--- config.mk ---
export PLATFORM = sky130hd
export DESIGN_NAME = integer_to_radix_digits
export DESIGN_NICKNAME = d
export VERILOG_FILES = /design/src/itrd_pkg.sv /design/src/itrd_divider.sv /design/src/itrd_digit_ram.sv /design/src/integer_to_radix_digits.sv
export SDC_FILE = /design/constraint.sdc
export NUM_CORES = 1
export LEC_CHECK = 0
export ABC_AREA = 0
export BUFFER_PORTS_ARGS = -buffer_cell sky130_fd_sc_hd__buf_4
export CORE_MARGIN = 2
export CORE_UTILIZATION = 40
export CTS_CLUSTER_SIZE = 10
export DETAILED_ROUTE_END_ITERATION = 6
export HOLD_SLACK_MARGIN = 0.03
export PLACE_DENSITY = 0.65
export SLEW_MARGIN = 25
export SYNTH_ARGS = -nofsm -noshare
export SYNTH_HDL_FRONTEND = slang
export SYNTH_SLANG_ARGS = --single-unit
--- constraint.sdc ---
create_clock -name clk_i -period 20.2 [get_ports clk_i]
set_clock_uncertainty 0.15 [all_clocks]
set_input_delay 3.03 -clock clk_i [delete_from_list [all_inputs] [get_ports clk_i]]
set_output_delay 3.03 -clock clk_i [all_outputs]
set_load 0.01 [all_outputs]
--- src/itrd_pkg.sv ---
package itrd_pkg;

  // Sizing of the conversion.
  localparam int VALUE_WIDTH   = 64;
  localparam int MAX_DIGITS    = 64;
  localparam int DIGIT_W       = 6;
  localparam int RADIX_W       = 6;
  localparam int CHAR_W        = 7;
  localparam int LEN_W         = 7;
  localparam int CNT_W         = $clog2(MAX_DIGITS + 1);
  localparam int ADDR_W        = $clog2(MAX_DIGITS);

  // The divider retires this many quotient bits per cycle.
  localparam int BITS_PER_STEP = 8;
  localparam int DIV_STEPS     = (VALUE_WIDTH + BITS_PER_STEP - 1) / BITS_PER_STEP;
  localparam int DIV_W         = DIV_STEPS * BITS_PER_STEP;
  localparam int STEP_CNT_W    = $clog2(DIV_STEPS + 1);

  // Radix limits and the one radix that shows a sign.
  localparam logic [RADIX_W-1:0] RADIX_MIN    = RADIX_W'(2);
  localparam logic [RADIX_W-1:0] RADIX_MAX    = RADIX_W'(36);
  localparam logic [RADIX_W-1:0] RADIX_SIGNED = RADIX_W'(10);

  // Character codes.
  localparam logic [CHAR_W-1:0] CHAR_ZERO  = 7'h30;
  localparam logic [CHAR_W-1:0] CHAR_ALPHA = 7'h57;  // 'a' minus ten
  localparam logic [CHAR_W-1:0] CHAR_MINUS = 7'h2d;

  typedef enum logic [1:0] {
    ST_IDLE,
    ST_DIVIDE,
    ST_SIGN,
    ST_EMIT
  } state_e;

  // Request to the divider: start a division of dividend by radix.
  typedef struct packed {
    logic                   start;
    logic [VALUE_WIDTH-1:0] dividend;
    logic [RADIX_W-1:0]     radix;
  } div_req_t;

  // Divider result, valid for the one cycle in which done is high.
  typedef struct packed {
    logic                   done;
    logic [VALUE_WIDTH-1:0] quotient;
    logic [DIGIT_W-1:0]     remainder;
  } div_rsp_t;

  // Radix values outside 2..36 saturate to the nearest end.
  function automatic logic [RADIX_W-1:0] sat_radix(input logic [RADIX_W-1:0] r);
    logic [RADIX_W-1:0] res;
    res = r;
    if (r < RADIX_MIN) begin
      res = RADIX_MIN;
    end else if (r > RADIX_MAX) begin
      res = RADIX_MAX;
    end
    return res;
  endfunction

  // Digit value to lower-case ASCII.
  function automatic logic [CHAR_W-1:0] digit_to_char(input logic [DIGIT_W-1:0] d);
    logic [CHAR_W-1:0] res;
    if (d < DIGIT_W'(10)) begin
      res = CHAR_ZERO + CHAR_W'(d);
    end else begin
      res = CHAR_ALPHA + CHAR_W'(d);
    end
    return res;
  endfunction

endpackage

--- src/itrd_divider.sv ---
module itrd_divider (
  input  logic             clk_i,
  input  logic             rst_ni,
  input  itrd_pkg::div_req_t req_i,
  output itrd_pkg::div_rsp_t rsp_o
);
  import itrd_pkg::*;

  logic [DIV_W-1:0]      work_q, work_d;
  logic [DIGIT_W-1:0]    rem_q, rem_d;
  logic [RADIX_W-1:0]    radix_q;
  logic [STEP_CNT_W-1:0] cnt_q;
  logic                  busy_q, done_q;

  // Restoring long division, several bits per cycle. The work register
  // shifts the dividend out at the top and the quotient bits in at the bottom.
  always_comb begin
    logic [DIGIT_W:0] r;
    work_d = work_q;
    rem_d  = rem_q;
    for (int i = 0; i < BITS_PER_STEP; i++) begin
      r      = {rem_d, work_d[DIV_W-1]};
      work_d = {work_d[DIV_W-2:0], 1'b0};
      if (r >= {1'b0, radix_q}) begin
        r         = r - {1'b0, radix_q};
        work_d[0] = 1'b1;
      end
      rem_d = r[DIGIT_W-1:0];
    end
  end

  // Step counter and completion flag.
  always_ff @(posedge clk_i or negedge rst_ni) begin
    if (!rst_ni) begin
      cnt_q  <= '0;
      busy_q <= 1'b0;
      done_q <= 1'b0;
    end else if (req_i.start) begin
      cnt_q  <= STEP_CNT_W'(DIV_STEPS);
      busy_q <= 1'b1;
      done_q <= 1'b0;
    end else if (busy_q) begin
      cnt_q  <= cnt_q - STEP_CNT_W'(1);
      busy_q <= (cnt_q != STEP_CNT_W'(1));
      done_q <= (cnt_q == STEP_CNT_W'(1));
    end else begin
      done_q <= 1'b0;
    end
  end

  // Datapath registers.
  always_ff @(posedge clk_i) begin
    if (req_i.start) begin
      work_q  <= DIV_W'(req_i.dividend);
      rem_q   <= '0;
      radix_q <= req_i.radix;
    end else if (busy_q) begin
      work_q <= work_d;
      rem_q  <= rem_d;
    end
  end

  assign rsp_o.done      = done_q;
  assign rsp_o.quotient  = work_q[VALUE_WIDTH-1:0];
  assign rsp_o.remainder = rem_q;

endmodule

--- src/itrd_digit_ram.sv ---
module itrd_digit_ram (
  input  logic                          clk_i,
  input  logic                          wr_en_i,
  input  logic [itrd_pkg::ADDR_W-1:0]   wr_addr_i,
  input  logic [itrd_pkg::DIGIT_W-1:0]  wr_data_i,
  input  logic                          rd_en_i,
  input  logic [itrd_pkg::ADDR_W-1:0]   rd_addr_i,
  output logic [itrd_pkg::DIGIT_W-1:0]  rd_data_o
);
  import itrd_pkg::*;

  logic [DIGIT_W-1:0] mem [MAX_DIGITS];
  logic [DIGIT_W-1:0] rd_data_q;

  // Digit store, least significant digit at address zero.
  always_ff @(posedge clk_i) begin
    if (wr_en_i) begin
      mem[wr_addr_i] <= wr_data_i;
    end
  end

  // Registered read port.
  always_ff @(posedge clk_i) begin
    if (rd_en_i) begin
      rd_data_q <= mem[rd_addr_i];
    end
  end

  assign rd_data_o = rd_data_q;

endmodule

--- src/integer_to_radix_digits.sv ---
// Converts a 64-bit value to its lower-case ASCII digits in a radix from 2 to
// 36, most significant digit first, one character per output request, with
// last marking the final character and length giving the whole string length.
// Radix values below 2 or above 36 saturate. In signed mode a leading '-' is
// sent only for radix 10 and a negative value. The block takes one request at
// a time and stalls its input until the last character has left the digit
// store. Each digit takes one full division in the divider, which is restarted
// on the quotient for the next digit, and the characters then leave at one per
// cycle when the output is not stalled.
module integer_to_radix_digits (
  input  logic                           clk_i,
  input  logic                           rst_ni,
  input  logic                           in_valid_i,
  output logic                           in_stall_o,
  input  logic                           mode_i,
  input  logic [63:0]                    value_i,
  input  logic [itrd_pkg::RADIX_W-1:0]   radix_i,
  output logic                           out_valid_o,
  input  logic                           out_stall_i,
  output logic [itrd_pkg::CHAR_W-1:0]    character_o,
  output logic                           last_o,
  output logic [itrd_pkg::LEN_W-1:0]     length_o
);
  import itrd_pkg::*;

  state_e               state_q, state_d;
  logic [CNT_W-1:0]     cnt_q, cnt_d;
  logic [CNT_W-1:0]     rd_cnt_q, rd_cnt_d;
  logic                 rd_valid_q, rd_valid_d;
  logic                 rd_last_q, rd_last_d;
  logic                 neg_q, neg_d;
  logic                 ov_q, ov_d;
  logic [RADIX_W-1:0]   radix_q;
  logic [CHAR_W-1:0]    char_q, char_d;
  logic                 last_q, last_d;
  logic [LEN_W-1:0]     len_q, len_d;
  logic                 out_load;

  div_req_t             div_req;
  div_rsp_t             div_rsp;

  logic                 ram_wr_en, ram_rd_en;
  logic [ADDR_W-1:0]    ram_rd_addr;
  logic [DIGIT_W-1:0]   ram_rd_data;

  logic [VALUE_WIDTH-1:0] in_val;
  logic [RADIX_W-1:0]     in_radix;
  logic                   in_neg;
  logic [VALUE_WIDTH-1:0] in_mag;
  logic [CNT_W-1:0]       cnt_inc;
  logic [LEN_W-1:0]       str_len;
  logic                   out_free;
  logic                   move;

  // Input conditioning: saturate the radix and take the magnitude.
  assign in_val   = value_i[VALUE_WIDTH-1:0];
  assign in_radix = sat_radix(radix_i);
  assign in_neg   = mode_i && (in_radix == RADIX_SIGNED) && in_val[VALUE_WIDTH-1];
  assign in_mag   = in_neg ? (~in_val + VALUE_WIDTH'(1)) : in_val;

  assign cnt_inc  = cnt_q + CNT_W'(1);
  assign str_len  = LEN_W'(cnt_q) + LEN_W'(neg_q);
  assign out_free = !ov_q || !out_stall_i;
  assign move     = rd_valid_q && out_free;

  itrd_divider u_div (
    .clk_i  (clk_i),
    .rst_ni (rst_ni),
    .req_i  (div_req),
    .rsp_o  (div_rsp)
  );

  itrd_digit_ram u_ram (
    .clk_i     (clk_i),
    .wr_en_i   (ram_wr_en),
    .wr_addr_i (cnt_q[ADDR_W-1:0]),
    .wr_data_i (div_rsp.remainder),
    .rd_en_i   (ram_rd_en),
    .rd_addr_i (ram_rd_addr),
    .rd_data_o (ram_rd_data)
  );

  assign ram_rd_addr = ADDR_W'(rd_cnt_q - CNT_W'(1));

  // Sequencer: next state, divider control, store access and output loading.
  always_comb begin
    state_d    = state_q;
    cnt_d      = cnt_q;
    rd_cnt_d   = rd_cnt_q;
    rd_valid_d = rd_valid_q;
    rd_last_d  = rd_last_q;
    neg_d      = neg_q;
    div_req    = '{start: 1'b0, dividend: in_mag, radix: in_radix};
    ram_wr_en  = 1'b0;
    ram_rd_en  = 1'b0;
    out_load   = 1'b0;
    char_d     = char_q;
    last_d     = last_q;
    len_d      = len_q;
    in_stall_o = 1'b1;

    case (state_q)
      ST_IDLE: begin
        in_stall_o = 1'b0;
        if (in_valid_i) begin
          div_req.start = 1'b1;
          cnt_d         = '0;
          neg_d         = in_neg;
          state_d       = ST_DIVIDE;
        end
      end

      ST_DIVIDE: begin
        if (div_rsp.done) begin
          ram_wr_en = 1'b1;
          cnt_d     = cnt_inc;
          if ((div_rsp.quotient != '0) && (cnt_inc < CNT_W'(MAX_DIGITS))) begin
            div_req.start    = 1'b1;
            div_req.dividend = div_rsp.quotient;
            div_req.radix    = radix_q;
          end else begin
            rd_cnt_d = cnt_inc;
            state_d  = neg_q ? ST_SIGN : ST_EMIT;
          end
        end
      end

      ST_SIGN: begin
        if (out_free) begin
          out_load = 1'b1;
          char_d   = CHAR_MINUS;
          last_d   = 1'b0;
          len_d    = str_len;
          state_d  = ST_EMIT;
        end
      end

      ST_EMIT: begin
        // Read ahead one digit so a character can leave every cycle while the output is not stalled.
        if ((rd_cnt_q != '0) && (!rd_valid_q || move)) begin
          ram_rd_en  = 1'b1;
          rd_cnt_d   = rd_cnt_q - CNT_W'(1);
          rd_valid_d = 1'b1;
          rd_last_d  = (rd_cnt_q == CNT_W'(1));
        end else if (move) begin
          rd_valid_d = 1'b0;
        end
        if (move) begin
          out_load = 1'b1;
          char_d   = digit_to_char(ram_rd_data);
          last_d   = rd_last_q;
          len_d    = str_len;
        end
        if ((rd_cnt_q == '0) && !rd_valid_q) begin
          state_d = ST_IDLE;
        end
      end

      default: begin
        state_d = ST_IDLE;
      end
    endcase
  end

  // Output register occupancy.
  always_comb begin
    ov_d = ov_q;
    if (out_load) begin
      ov_d = 1'b1;
    end else if (ov_q && !out_stall_i) begin
      ov_d = 1'b0;
    end
  end

  // Control registers.
  always_ff @(posedge clk_i or negedge rst_ni) begin
    if (!rst_ni) begin
      state_q    <= ST_IDLE;
      cnt_q      <= '0;
      rd_cnt_q   <= '0;
      rd_valid_q <= 1'b0;
      rd_last_q  <= 1'b0;
      neg_q      <= 1'b0;
      ov_q       <= 1'b0;
    end else begin
      state_q    <= state_d;
      cnt_q      <= cnt_d;
      rd_cnt_q   <= rd_cnt_d;
      rd_valid_q <= rd_valid_d;
      rd_last_q  <= rd_last_d;
      neg_q      <= neg_d;
      ov_q       <= ov_d;
    end
  end

  // Payload registers.
  always_ff @(posedge clk_i) begin
    if ((state_q == ST_IDLE) && in_valid_i) begin
      radix_q <= in_radix;
    end
    char_q <= char_d;
    last_q <= last_d;
    len_q  <= len_d;
  end

  assign out_valid_o = ov_q;
  assign character_o = char_q;
  assign last_o      = last_q;
  assign length_o    = len_q;

endmodule

==> impl_results.md <==
* Status: finished, final reports clean
* Largest cells by area after synthesis: edfxtp_1 (58%), mux4_2 (11%), ha_1 (3.3%), nor2_1 (2.8%), dfrtp_1 (2.6%)
* Overflow left after global routing at 0
* Worst Hold Class: flip-flop to flip-flop
* Starting DRT DRC Count at ~1,300
* Pin count of the biggest net entering global routing at between 70 and 80
* Async SR Flop Fraction at about 5%
* Least-Margin Pin Slew at 994 ps
* RSZ-0062 raised after global routing: no
* Global-route wire length before repair at between 80 and 90 mm
* DIE WIDTH at 254 um
* Vias per inst at approximately 5.6
* Commonest cells after routing, fill and taps aside: edfxtp_1 (481), nor2_1 (186), mux4_2 (126)
* H-tree depth at 2
* Commonest non-fill, non-tap cell in the layout: edfxtp_1
* Area grow syn2layout at 13.4%
* DR DRC count at 0
* Avg Cell Area, Syn at 14.5 sq um
* Design Area, Final at around 28,000 sq um
* Clk buf depth at 3
* Number of global-route vias before repair at about 15,000
* Crit path DAT at roughly 19,000 ps
* Max Slew Vio Count at 0
* Core area at about 62,000 sq um
* Max-cap violations at 0
* Share of the synthesized area in the top cell type at between 50% and 60%
* Final #Nets at ~2,000
* Final hold violations at 0
* Sequential share of the synthesized area at 60.8%
* Via count at about 15,000
* WL final at approximately 58 mm
* Crit-path max cell delay at just under 700 ps
* Wire length per cell at ~21 um
* Slew margin rel. at between 30% and 40%
* IO Port Bufs at 91
* Clk pin slew, worst setup/hold paths at ~60 ps
* FMAX at around 54 MHz
* Syn nets at 1,876
* Fin crit share at roughly 91%
* DP Area at ~27,000 sq um
* Number of diodes at 0
* Cts bufs inserted at 58
* Worst EP required at 20,540 ps
* Number of flops mapped to enable cells by yosys at ~480
* Router iterations before antenna repair at 5
* CTS tree: done
* Ys flop type: edfxtp_1
* Num rows at between 90 and 100
* Fillers at ~5,400
* Min cycle time layout at between 15,000 and 20,000 ps
* Worst skew pair latency at 610 ps
* Setup violators final at 0
* Post-DRT Antenna Nets at 0
* Syn Std Cell Area at between 20,000 and 30,000 sq um
* Die Span Y at 254 um
* Root buf cell: clkbuf_16
* RePlAce Congestion at between 0.8 and 0.9
* Cell Count, Final, Fillers Out at 2,695
* Worst setup SP type: flip-flop
* Initial antenna violation count at 0
* GRT Total Usage at between 10% and 20%
* Layout cell share with drive strength beyond 1 at between 10% and 20%
* Placed insts at roughly 2,600
* Initial core utilization at 40.5%
* Setup tns final at 0 ps
* HPWL after DPL at slightly below 40 mm
* Flops & latches, synth at approximately 510
* Slowest cell on the critical path: edfxtp_1
* CP Class: flip-flop to flip-flop
* Synth Warn # at 0
* Worst setup EP type: flip-flop
* CTS Sinks at a little over 500
* Cell taking the most area after synthesis: edfxtp_1
* IO Count at 92
* Total Die Area at 64,500 sq um
* Critical path peak fanout at 14
* Synth cell types at between 80 and 90
* Synthesized netlist cell count at about 1,700
* R2r setup slk at 1720 ps
[cell usage after synthesis, types with 3 or more instances]
library cell	instances
o2111ai_1	3
buf_1	16
inv_1	59
nand2b_1	16
o211ai_1	7
or2_2	7
a211oi_1	62
nand4_1	10
edfxtp_1	481
o41ai_1	7
nand2_1	82
nand3_1	19
clkbuf_1	60
o21a_1	13
o31ai_1	14
a21o_1	13
nor2b_1	18
xnor2_1	44
nor3_1	21
nor4_1	24
o211a_1	6
nor2_1	186
and2_1	4
mux4_2	126
a211o_1	4
fa_1	8
a21boi_0	5
dfxtp_1	6
mux2_2	16
a311oi_1	5
o22ai_1	3
xor2_1	53
and3_1	11
o21ai_0	73
a31oi_1	5
ha_1	65
mux2i_1	14
or3_1	12
a21oi_1	51
or4_1	8
a22o_1	3
dfrtp_1	26
nand3b_1	6
[kinds of logic after synthesis]
logic type	after synthesis	share of synthesized area (%)
DFF	513	60.8
and+or+nand+nor	439	8.33
AOI/OAI and AO/OA	304	8.41
muxes	161	13.0
buffers and inverters	140	2.14
xor gates and xnor gates	97	3.40
adders and majority gates	74	3.93
[per-layer routing]
metal / share of wire (%) / track usage (%) / vias to the layer above
met4: 2.1 / 4.81 / 0
li1: - / - / 6948
met2: 51 / 30.4 / 458
met3: 4.8 / 2.35 / 83
met1: 42 / 24.2 / 7699
met5: 0 / 0 / -
[sequential cells by signal, summed over array words and instances, names as in the netlist, 6 cells and up]
signal and count:
u_ram.mem 384, u_div.work_q 64, character_o 7, cnt_q 7, length_o 7, rd_cnt_q 7
radix_q 6, u_div.radix_q 6, u_div.rem_q 6, u_ram.rd_data_o 6
[layout make-up]
| type | count | area (sq um) | share of cell area (%) |
|---|---|---|---|
| clock buffer | 89 | 1590 | 5.60 |
| clock inverter | 6 | 119 | 0.419 |
| inverter | 61 | 230 | 0.812 |
| multi-input combinational | 1075 | 9300 | 32.8 |
| sequential | 513 | 15200 | 53.7 |
| tap | 837 | 1050 | 3.69 |
| timing repair buffer | 114 | 856 | 3.02 |
[what timing repair did]
item / 4_1_cts / 5_1_grt
resized for setup: 0 / 1
setup endpoints to repair: 0 / 7
hold buffers: 0 / 0
setup buffers: 0 / 3
endpoints found under the hold margin: 0 / 0
[worst paths after layout]
| check | end | from | cells past startpoint |
|---|---|---|---|
| worst max register to register | u_div.rem_q[5] | u_div.radix_q[1] | 69 |
| worst min register to register | rd_last_q | rd_last_q | 1 |
| min in group asynchronous | out_valid_o | rst_ni | 1 |
| worst min-delay path | rd_last_q | rd_last_q | 1 |
| worst max-delay path | u_div.rem_q[5] | u_div.radix_q[1] | 69 |
| max in group asynchronous | rd_cnt_q[0] | rst_ni | 1 |
[metrics by stage]
step	hold WS [ps]	utilization [%]	worst slack [ps]
after floorplan	323	-	3490
after global placement	337	43.2	1990
after detailed placement	346	43.2	1550
after CTS	369	45.9	1410
after global routing	385	46.0	214
final	375	46.0	1720
[critical path: cells and delay by family, from the launching register on]
kind,cells,cell delay (ps)
AOI/OAI and AO/OA,40,9900
and+or+nand+nor,10,1360
DFF,1,680
buffers and inverters,4,720
adders and majority gates,8,2540
muxes,7,2980
Power is left out: the tool's default activity adds up to more than one toggle a clock period on the data nets, which glitch-free logic cannot reach.
